### src/dnsa_pkg.sv
// Package for the DNS response A-record extractor.
// Holds payload structs, parser phase and verdict types, and DNS constants.
// No dependencies.
package dnsa_pkg;

  typedef struct packed {
    logic [7:0]  data_byte;
    logic        last_byte;
    logic [15:0] expected_id;
  } dnsa_in_t;

  typedef struct packed {
    logic        found;
    logic [31:0] ipv4_address;
  } dnsa_out_t;

  typedef enum logic [3:0] {
    PH_HEADER   = 4'd0,
    PH_NAME_LEN = 4'd1,
    PH_LABEL    = 4'd2,
    PH_PTR2     = 4'd3,
    PH_QTAIL    = 4'd4,
    PH_RR_HEAD  = 4'd5,
    PH_RR_SKIP  = 4'd6,
    PH_ADDR     = 4'd7,
    PH_DONE     = 4'd8
  } dnsa_phase_e;

  typedef enum logic [1:0] {
    V_PENDING = 2'd0,
    V_SUCCESS = 2'd1,
    V_FAIL    = 2'd2
  } dnsa_verdict_e;

  // step request from the input stage to the parser
  typedef struct packed {
    logic        step;
    logic [7:0]  data_byte;
    logic        last_byte;
    logic [15:0] expected_id;
  } dnsa_step_t;

  localparam logic [1:0]  PTR_TAG       = 2'b11;
  localparam logic [7:0]  TYPE_CLASS_HI = 8'h00;
  localparam logic [7:0]  TYPE_CLASS_LO = 8'h01;
  localparam logic [15:0] A_RDLENGTH    = 16'd4;
  localparam logic [15:0] HDR_ID_LO     = 16'd1;
  localparam logic [15:0] HDR_AN_HI     = 16'd6;
  localparam logic [15:0] HDR_AN_LO     = 16'd7;
  localparam logic [15:0] HDR_LAST      = 16'd11;
  localparam logic [15:0] QTAIL_LEN     = 16'd4;
  localparam logic [15:0] RR_TYPE_HI    = 16'd2;
  localparam logic [15:0] RR_TYPE_LO    = 16'd3;
  localparam logic [15:0] RR_CLASS_HI   = 16'd4;
  localparam logic [15:0] RR_CLASS_LO   = 16'd5;
  localparam logic [15:0] RR_RDLEN_HI   = 16'd10;
  localparam logic [15:0] RR_RDLEN_LO   = 16'd11;
  localparam logic [15:0] ADDR_LEN      = 16'd4;

endpackage

### src/dnsa_parser.sv
// Byte-wise DNS response parser state and next-state logic.
// Depends on dnsa_pkg; driven one byte per cycle by the top level unless stalled.
module dnsa_parser (
  input  logic                 clk_i,
  input  logic                 rst_ni,
  input  dnsa_pkg::dnsa_step_t step_i,
  output dnsa_pkg::dnsa_out_t  res_o
);
  import dnsa_pkg::*;

  dnsa_phase_e   phase_q, phase_d;
  dnsa_verdict_e verdict_q, verdict_d;
  logic [15:0]   cnt_q, cnt_d;
  logic [7:0]    hold_q, hold_d;
  logic [15:0]   answers_q, answers_d;
  logic          match_q, match_d;
  logic [31:0]   acc_q, acc_d;

  logic [7:0]    b;
  logic [15:0]   cnt_inc;
  logic [15:0]   cnt_dec;
  logic [15:0]   answers_dec;
  logic [15:0]   word;

  assign b           = step_i.data_byte;
  assign cnt_inc     = cnt_q + 16'd1;
  assign cnt_dec     = cnt_q - 16'd1;
  assign answers_dec = answers_q - 16'd1;
  assign word        = {hold_q, b};

  always_comb begin
    phase_d   = phase_q;
    verdict_d = verdict_q;
    cnt_d     = cnt_q;
    hold_d    = hold_q;
    answers_d = answers_q;
    match_d   = match_q;
    acc_d     = acc_q;
    if (verdict_q == V_PENDING) begin
      unique case (phase_q)
        PH_HEADER: begin
          cnt_d = cnt_inc;
          if (cnt_q == '0 || cnt_q == HDR_AN_HI) begin
            hold_d = b;
          end else if (cnt_q == HDR_ID_LO) begin
            if (word != step_i.expected_id) begin
              verdict_d = V_FAIL;
              phase_d   = PH_DONE;
            end
          end else if (cnt_q == HDR_AN_LO) begin
            answers_d = word;
          end
          if (cnt_q == HDR_LAST) begin
            phase_d = PH_NAME_LEN;
            cnt_d   = '0;
          end
        end
        PH_NAME_LEN: begin
          if (b == '0) begin
            phase_d = PH_QTAIL;
            cnt_d   = '0;
          end else if (b[7:6] == PTR_TAG) begin
            phase_d = PH_PTR2;
          end else begin
            phase_d = PH_LABEL;
            cnt_d   = {8'd0, b};
          end
        end
        PH_LABEL: begin
          cnt_d = cnt_dec;
          if (cnt_dec == '0) begin
            phase_d = PH_NAME_LEN;
          end
        end
        PH_PTR2: begin
          phase_d = PH_QTAIL;
          cnt_d   = '0;
        end
        PH_QTAIL: begin
          cnt_d = cnt_inc;
          if (cnt_inc >= QTAIL_LEN) begin
            if (answers_q == '0) begin
              verdict_d = V_FAIL;
              phase_d   = PH_DONE;
            end else begin
              phase_d = PH_RR_HEAD;
              cnt_d   = '0;
              match_d = 1'b0;
            end
          end
        end
        PH_RR_HEAD: begin
          cnt_d = cnt_inc;
          if (cnt_q == RR_TYPE_HI) begin
            match_d = (b == TYPE_CLASS_HI);
          end else if (cnt_q == RR_TYPE_LO || cnt_q == RR_CLASS_LO) begin
            if (b != TYPE_CLASS_LO) match_d = 1'b0;
          end else if (cnt_q == RR_CLASS_HI) begin
            if (b != TYPE_CLASS_HI) match_d = 1'b0;
          end else if (cnt_q == RR_RDLEN_HI) begin
            hold_d = b;
          end
          if (cnt_q == RR_RDLEN_LO) begin
            if (match_q && word == A_RDLENGTH) begin
              phase_d = PH_ADDR;
              cnt_d   = '0;
              acc_d   = '0;
            end else if (word == '0) begin
              answers_d = answers_dec;
              if (answers_dec == '0) begin
                verdict_d = V_FAIL;
                phase_d   = PH_DONE;
              end else begin
                cnt_d   = '0;
                match_d = 1'b0;
              end
            end else begin
              phase_d = PH_RR_SKIP;
              cnt_d   = word;
            end
          end
        end
        PH_RR_SKIP: begin
          cnt_d = cnt_dec;
          if (cnt_dec == '0) begin
            answers_d = answers_dec;
            if (answers_dec == '0) begin
              verdict_d = V_FAIL;
              phase_d   = PH_DONE;
            end else begin
              phase_d = PH_RR_HEAD;
              match_d = 1'b0;
            end
          end
        end
        PH_ADDR: begin
          acc_d = {acc_q[23:0], b};
          cnt_d = cnt_inc;
          if (cnt_inc >= ADDR_LEN) begin
            verdict_d = V_SUCCESS;
            phase_d   = PH_DONE;
          end
        end
        default: begin
        end
      endcase
    end
  end

  always_comb begin
    res_o.found        = (verdict_d == V_SUCCESS);
    res_o.ipv4_address = (verdict_d == V_SUCCESS) ? acc_d : '0;
  end

  always_ff @(posedge clk_i or negedge rst_ni) begin
    if (!rst_ni) begin
      phase_q   <= PH_HEADER;
      verdict_q <= V_PENDING;
      cnt_q     <= '0;
      hold_q    <= '0;
      answers_q <= '0;
      match_q   <= 1'b0;
      acc_q     <= '0;
    end else if (step_i.step) begin
      if (step_i.last_byte) begin
        phase_q   <= PH_HEADER;
        verdict_q <= V_PENDING;
        cnt_q     <= '0;
        hold_q    <= '0;
        answers_q <= '0;
        match_q   <= 1'b0;
        acc_q     <= '0;
      end else begin
        phase_q   <= phase_d;
        verdict_q <= verdict_d;
        cnt_q     <= cnt_d;
        hold_q    <= hold_d;
        answers_q <= answers_d;
        match_q   <= match_d;
        acc_q     <= acc_d;
      end
    end
  end

  // a decided packet never goes back to pending before its last byte
  assert property (@(posedge clk_i) disable iff (!rst_ni)
    step_i.step && !step_i.last_byte && verdict_q != V_PENDING |=> verdict_q != V_PENDING)
    else $error("verdict left decided state mid-packet");

  // done phase and a decided verdict go together
  assert property (@(posedge clk_i) disable iff (!rst_ni)
    (phase_q == PH_DONE) == (verdict_q != V_PENDING))
    else $error("phase and verdict disagree");

  // last byte returns the parser to the header phase
  assert property (@(posedge clk_i) disable iff (!rst_ni)
    step_i.step && step_i.last_byte |=> phase_q == PH_HEADER && verdict_q == V_PENDING)
    else $error("parser not reset after last byte");

endmodule

### src/dns_response_a_record_extractor.sv
// Top level of the DNS response A-record extractor: input and result registers.
// Depends on dnsa_pkg and dnsa_parser.
// Takes one packet byte per cycle on the input channel; a transaction is one
// byte with its last-byte mark and the expected id. Each byte goes through an
// input register and is parsed from it when it advances. Only the last byte of a
// packet produces one result transaction (found plus address, zero address on
// failure); the result register is loaded from the parser when that registered
// last byte advances. The input keeps taking a byte every cycle; it stalls only
// while a registered last byte waits because the previous result has not yet
// been taken from the result register.
module dns_response_a_record_extractor (
  input  logic                clk_i,
  input  logic                rst_ni,
  input  logic                in_valid_i,
  output logic                in_ready_o,
  input  dnsa_pkg::dnsa_in_t  in_data_i,
  output logic                out_valid_o,
  input  logic                out_ready_i,
  output dnsa_pkg::dnsa_out_t out_data_o
);
  import dnsa_pkg::*;

  logic       in_valid_q;
  dnsa_in_t   in_data_q;
  logic       out_valid_q;
  dnsa_out_t  out_data_q;
  logic       advance;
  dnsa_step_t step;
  dnsa_out_t  res;

  assign advance    = in_valid_q && !(in_data_q.last_byte && out_valid_q && !out_ready_i);
  assign in_ready_o = !in_valid_q || advance;

  always_comb begin
    step.step        = advance;
    step.data_byte   = in_data_q.data_byte;
    step.last_byte   = in_data_q.last_byte;
    step.expected_id = in_data_q.expected_id;
  end

  dnsa_parser u_parser (
    .clk_i  (clk_i),
    .rst_ni (rst_ni),
    .step_i (step),
    .res_o  (res)
  );

  always_ff @(posedge clk_i or negedge rst_ni) begin
    if (!rst_ni) begin
      in_valid_q <= 1'b0;
    end else if (in_ready_o) begin
      in_valid_q <= in_valid_i;
    end
  end

  always_ff @(posedge clk_i) begin
    if (in_ready_o && in_valid_i) begin
      in_data_q <= in_data_i;
    end
  end

  always_ff @(posedge clk_i or negedge rst_ni) begin
    if (!rst_ni) begin
      out_valid_q <= 1'b0;
    end else if (advance && in_data_q.last_byte) begin
      out_valid_q <= 1'b1;
    end else if (out_ready_i) begin
      out_valid_q <= 1'b0;
    end
  end

  always_ff @(posedge clk_i) begin
    if (advance && in_data_q.last_byte) begin
      out_data_q <= res;
    end
  end

  assign out_valid_o = out_valid_q;
  assign out_data_o  = out_data_q;

  // failure always carries a zero address
  assert property (@(posedge clk_i) disable iff (!rst_ni)
    out_valid_o && !out_data_o.found |-> out_data_o.ipv4_address == '0)
    else $error("nonzero address on failure");

  // input stalls only behind a waiting last byte
  assert property (@(posedge clk_i) disable iff (!rst_ni)
    !in_ready_o |-> in_valid_q && in_data_q.last_byte && out_valid_q && !out_ready_i)
    else $error("unexpected input stall");

  // a processed last byte always yields a result
  assert property (@(posedge clk_i) disable iff (!rst_ni)
    advance && in_data_q.last_byte |=> out_valid_o)
    else $error("result lost for last byte");

endmodule
### config.mk
export PLATFORM = sky130hd
export DESIGN_NAME = dns_response_a_record_extractor
export DESIGN_NICKNAME = d
export VERILOG_FILES = /design/src/dnsa_pkg.sv /design/src/dnsa_parser.sv /design/src/dns_response_a_record_extractor.sv
export SDC_FILE = /design/constraint.sdc
export NUM_CORES = 1
export LEC_CHECK = 0
export BUFFER_PORTS_ARGS = -buffer_cell sky130_fd_sc_hd__buf_4
export CAP_MARGIN = 15
export CORE_MARGIN = 5
export CORE_UTILIZATION = 60
export CTS_CLUSTER_SIZE = 40
export DETAILED_ROUTE_END_ITERATION = 16
export GPL_ROUTABILITY_DRIVEN = 1
export PLACE_DENSITY = 0.76
export SLEW_MARGIN = 20
export SYNTH_ARGS = -nofsm -noshare
export SYNTH_HDL_FRONTEND = slang
export SYNTH_SLANG_ARGS = --single-unit
### constraint.sdc
create_clock -name clk_i -period 7.6 [get_ports clk_i]
set_input_delay 0.38 -clock clk_i [delete_from_list [all_inputs] [get_ports clk_i]]
set_output_delay 0.38 -clock clk_i [all_outputs]
set_load 0.02 [all_outputs]
# Word level (Yosys, flattened, before mapping)
# Index checks and enable logic that the tools add are counted.
classes:
  muxes: 86
  n_reduce_logical: 34
  magnitude_cmp: 1
  add_sub_neg: 3
  eq_ne: 43
op_table:
  columns: ["operator", "n"]
  rows:
  - ["2-to-1 mux 16 bit", 20]
  - ["2-to-1 mux 32 bit", 4]
  - ["case mux 16 bit (7 select lines)", 1]
  - ["equality test 16 x 3 -> 1 bit, second input constant", 5]
  - ["logical NOT 16 bit", 5]
  - ["2-to-1 mux 4 bit", 17]
  - ["case mux 32 bit (2 select lines)", 1]
  - ["2-to-1 mux 8 bit", 7]
  - ["case mux 16 bit (3 select lines)", 1]
  - ["equality test 16 x 2 -> 1 bit, second input constant", 2]
  - ["equality test 16 x 4 -> 1 bit, second input constant", 2]
  - ["case mux 4 bit (8 select lines)", 1]
  - ["subtractor 16 x 1 -> 16 bit, second input constant", 2]
  - ["!= test 3 x 2 -> 1 bit, second input constant", 9]
  - ["2-to-1 mux 2 bit", 13]
  - ["!= test 3 bit, second input constant", 8]
  - ["2-to-1 mux 1 bit", 18]
  - ["adder 16 x 1 -> 16 bit, second input constant", 1]
  - ["equality test 16 x 1 -> 1 bit, second input constant", 1]
  - ["equality test 4 x 3 -> 1 bit, second input constant", 4]
  - [">= comparator 16 x 3 -> 1 bit, second input constant", 1]
  - ["!= test 16 bit", 1]
  - ["case mux 8 bit (2 select lines)", 1]
  - ["nonzero test 8 bit", 2]
  - ["27 further kinds", 40]
word_totals:
  word_cells: 181
  in_bits: 29
  ff_bits: 139
  out_inout_bits: 35

# Logic depth before layout (Yosys ltp)
logic_depth:
  depth_word: 12
  ltp_mapped: 14
  depth_no_buf: 10

# Hierarchy
# Synthesis repeated with hierarchy kept, for this count alone.
unflattened:
  cells_unflattened: 929
  hier_area_um2: 8694.6
by_module_without_submodules:
  columns: ["module", "n_inst", "cells_each", "area_each_um2", "seq_area_each_um2"]
  rows:
  - ["dnsa_parser", 1, 861, 6846.6, 1976.9]
  - ["dns_response_a_record_extractor", 1, 68, 1848.0, 1791.7]

# Least setup slack after synthesis
# OpenSTA, ideal clock, no wires.
synth_path:
  path_type: "flip-flop to flip-flop"
  startpoint: "reg u_parser.cnt_q[0]"
  endpoint: "reg u_parser.phase_q[1]"
  stages_incl_launch_ff: 13
  required_time_ns: 7.476
  path_buffers: 2
  setup_time_ns: 0.124
  setup_slack_ns: 4.528
  period_less_slack_ns: 3.072
  arrival_ns: 2.948
  cell_sequence: "dfrtp_1 -> buf_2 -> inv_1 -> ha_1 -> clkbuf_1 -> nor4b_1 -> nand4_1 -> xnor2_1 -> nand3_1 -> or4_4 -> a2111oi_4 -> o21ai_1 -> o2bb2ai_1"
synth_via:
  elab_chain_len: 5
  word_cells_on_any_way: 22
  classes_between: "2 x add/sub; 1 x order compare; 11 x eq/ne; 4 x mux; 4 x reduce/logical"
synth_lines:
  columns: ["item", "line_no", "rtl"]
  rows:
  - ["from (decl)", "dnsa_parser.sv:13", "logic [15:0] cnt_q, cnt_d;"]
  - ["from (signal assigned)", "dnsa_parser.sv:176", "cnt_q <= cnt_d;"]
  - ["branches (longest 5 deep; another with adder 16 x 1 -> 16 bit)", null, null]
  - ["to (signal assigned)", "dnsa_parser.sv:174", "phase_q <= phase_d;"]
  - ["to (decl)", "dnsa_parser.sv:11", "dnsa_phase_e phase_q, phase_d;"]
# Parallel ways; which one is timed is not known. The select of a mux whose other input is x is not followed.
# A chain may end at the register's enable or synchronous reset.

# Worst setup path in the final report
layout_path:
  startpoint: "reg u_parser.cnt_q[2]"
  endpoint: "reg out_data_q (netlist bit out_data_o[19]), data pin"
layout_via:
  elab_chain_len: 6
  word_cells_on_any_way: 21
  classes_between: "2 x add/sub; 1 x order compare; 4 x eq/ne; 11 x mux; 3 x reduce/logical"
layout_lines:
  columns: ["item", "line_no", "rtl"]
  rows:
  - ["adder 16 x 1 -> 16 bit, or another cell as far along", "dnsa_parser.sv:26", "assign cnt_inc = cnt_q + 16'd1;"]
  - [">= comparator 16 x 3 -> 1 bit, or another cell as far along", "dnsa_parser.sv:81, dnsa_parser.sv:139", null]
  - ["2-to-1 mux 2 bit, on equally long branches", null, null]
  - ["case mux 2 bit (5 select lines)", "dnsa_parser.sv:40", "unique case (phase_q)"]
  - ["2-to-1 mux 2 bit", "dnsa_parser.sv:39", "if (verdict_q == V_PENDING) begin"]
  - ["equality test 2 x 1 -> 1 bit", "dnsa_parser.sv:152", "res_o.ipv4_address = (verdict_d == V_SUCCESS) ? acc_d : '0;"]
  - ["to (signal assigned)", "dns_response_a_record_extractor.sv:74", "out_data_q <= res;"]
  - ["to (decl)", "dns_response_a_record_extractor.sv:26", "dnsa_out_t out_data_q;"]
# Parallel ways exist; a longest one is shown, timed or not.

==> run_results.csv <==
group,metric,value,unit
run_status,outcome,"finished with violations",
run_status,violations,"hold timing",
place,hpwl,17300,µm
synth,synth_area,0.00869,mm²
global_route,antenna_found_initial,0,
worst_setup_path,path_cells,"nand3_1, nor4_1, xor2_1, or4_1, nor2_1, nor2_1, o21bai_2, buf_4, nor2_1",
final_layout,n_antenna_cell,0,
timing,final.setup_skew,0.00740,ns
worst_setup_path,cp_data_required_time,7.76,ns
clock_tree,cts_tree,"done",
power,vdd_ir_drop_max,159,µV
worst_setup_path,worst-endpoint-arrival,4.08,ns
timing,finalHoldViolCount,7,
synth,ys_warn_count,0,
detailed_routing,drt_iter0_markers,967,
min_path,hp-class,"in2async",
power,total_leakage_power,0.00374,µW
timing,finalCritPeriodShare,51.5,%
clock_tree,cts_sinks,139,
synth,synth_common_cells,"nor2_1 (106), dfrtp_1 (81), nand2_1 (71)",
synth,yosysTopAreaCell,"dfrtp_1",
place,gp_congestion,1.04,
synth,postSynthAreaPerCell,9.03,µm²
timing,grt_setup_unrepaired,"false",
floorplan,core_area,0.0144,mm²
detailed_routing,drt_first_pass_iters,5,
clock_tree,cts_root_buf,"clkbuf_16",
timing,fin_hold_ws,-0.0292,ns
global_route,grt_first_pass_wirelength,41200,µm
timing,slew_headroom,22.8,%
synth,ys_types,83,
place,dpl_cell_area,0.00913,mm²
place,port_buffers,63,
final_layout,final_nets,1009,
synth,ys_top_cells_by_area,"dfrtp_1 (23%), edfxtp_1 (20%), a22oi_1 (6.0%)",
final_layout,num-fill-cells,1158,
clock_tree,cts_max_level,4,
floorplan,dieArea,0.0170,mm²
detailed_routing,wire_per_inst,22.1,µm
final_layout,drive_gt1_share,15.1,%
worst_setup_path,critPathSlowestCell,"dfrtp_1",
power,powerDensity,242,mW/mm²
final_layout,design_area,0.00973,mm²
clock_tree,postCtsHoldBufs,0,
worst_setup_path,crit_fanout,33,
synth,synth_top_area_share,23.3,%
synth,synth_ff_type,"dfrtp_1",
clock_tree,cts-resized-gates,0,
floorplan,die_w,130,µm
synth,async_flop_share,58.3,%
final_layout,area_growth,11.9,%
synth,seq_area_frac_synth,43.4,%
clock_tree,post_cts.repair.setup_buffers,0,
clock_tree,clk_path_buf_depth,2,
timing,fmax,255,MHz
synth,ys_ff_latch,139,
detailed_routing,viasPerCell,6.72,
synth,yosysMostFrequentCell,"nor2_1",
timing,finalMaxSlewViolations,0,
floorplan,start_util,60.5,%
global_route,grt_pass1_vias,7228,
detailed_routing,vias,7863,
timing,timing.setup.tns,0,ns
timing,worstMarginPinSlew,1.16,ns
clock_tree,clkTransAtPathRegs,0.07,ns
clock_tree,cts_inserted_buffers,17,
worst_setup_path,path_class,"reg2reg",
detailed_routing,antenna_left,0,
synth,synth_nets,998,
worst_setup_path,critical-path-max-stage-delay,0.89,ns
synth,syn_inst,962,
floorplan,rows,44,
floorplan,boundaryPins,64,
worst_setup_path,critPathMostFrequentCell,"nor2_1",
worst_setup_path,cp-start-kind,"flop",
floorplan,die_y,130,µm
synth,synth-edff-count,58,
worst_setup_path,cp-end-kind,"flop",
detailed_routing,drt_wl_total,25800,µm
timing,setup_viol,0,
global_route,grt_max_degree,82,
global_route,gr-total-overflow,0,
clock_tree,clock_latency,0.43,ns
global_route,grt_usage,31.4,%
timing,period_needed,3.91,ns
detailed_routing,drc,0,
flow_run,maxCapViolCount,0,
## cell type report
class                      instances  area (µm²)  area share, %
multi-input combinational        726        4530           46.6
sequential                       139        3770           38.7
timing repair buffer              72         544           5.60
clock buffer                      17         425           4.37
tap                              184         230           2.37
clock inverter                    15         160           1.65
inverter                          17        63.8          0.656
## layout by cell type (no fill, tap or decap), drive strengths merged, types with 7 or more instances in the layout
cell type	instances
mux2	8
nand3	22
xnor2	15
nor2b	13
dfrtp	81
or3	9
edfxtp	58
nand2b	12
a211oi	9
clkbuf	17
nor3	38
or4	10
a21oi	53
and3	7
nor2	107
nor4	22
ha	7
o21ai	83
or2	8
a31oi	15
a22oi	69
o31ai	9
buf	72
xor2	27
nand4	12
inv	24
nand2	72
## worst paths after layout
path / startpoint / cells past startpoint / slack [ns] / endpoint
max: u_parser.cnt_q[2] / 9 / 3.69 / out_data_o[19]
min: rst_ni / 1 / -0.03 / u_parser.cnt_q[9]
max reg2reg: u_parser.cnt_q[2] / 9 / 3.69 / out_data_o[19]
min reg2reg: u_parser.acc_q[30] / 1 / 0.51 / u_parser.acc_q[30]
max in group asynchronous: rst_ni / 1 / 7.04 / u_parser.answers_q[7]
min in group clk_i: in_data_i[1] / 1 / 0.13 / in_data_q[1]
## per-layer routing
layer  up-vias  track usage (%)  share of wire, %
li1       3612                -                 -
met1      3790             45.0                43
met2       390             46.2                45
met3        71             6.47               8.3
met4         0             13.6               4.2
met5         -                0                 0
## power breakdown
group / switching, µW / internal (µW) / total, µW
Sequential: 133 / 835 / 968
Clock: 368 / 464 / 832
Combinational: 328 / 221 / 549
## state kept, by name, indices dropped and copies added, names as in the netlist
name	count
out_data_o	33
u_parser.acc_q	32
in_data_q	25
u_parser.answers_q	16
u_parser.cnt_q	16
u_parser.hold_q	8
u_parser.phase_q	4
u_parser.verdict_q	2
in_valid_q	1
out_valid_o	1
u_parser.match_q	1
## through the flow
| step | total power (µW) | hold WS [ns] | cells | utilization, % | worst slack, ns |
|---|---|---|---|---|---|
| 2_1_floorplan | 1350 | 0.0844 | 962 | - | 4.53 |
| 3_3_place_gp | 1510 | 0.490 | 1138 | 63.6 | 3.75 |
| 3_5_place_dp | 1510 | 0.488 | 1138 | 63.6 | 3.75 |
| 4_1_cts | 2340 | 0.118 | 1170 | 67.6 | 3.74 |
| 5_1_grt | 2460 | 0.0246 | 1170 | 67.7 | 3.45 |
| 6_report | 2350 | -0.0292 | 1170 | 67.7 | 3.69 |
## cells by family after synthesis
group | Yosys count | share of synthesized area (%)
xor+xnor | 42 | 4.23
fa+ha+maj | 7 | 1.01
flops | 139 | 43.4
compound gates | 305 | 23.8
buf+inv | 97 | 4.61
mux | 13 | 1.61
simple gates | 359 | 21.4
## worst max-delay path: cells and delay by family (launching register included)
family / cells / cell delay (ns)
AO/OA/AOI/OAI: 1 / 0.12
AND/OR/NAND/NOR: 6 / 2.13
XOR/XNOR: 1 / 0.14
buffers and inverters: 1 / 0.35
flip-flops: 1 / 0.89
No activity file was read; power rests on OpenSTA's default activity.
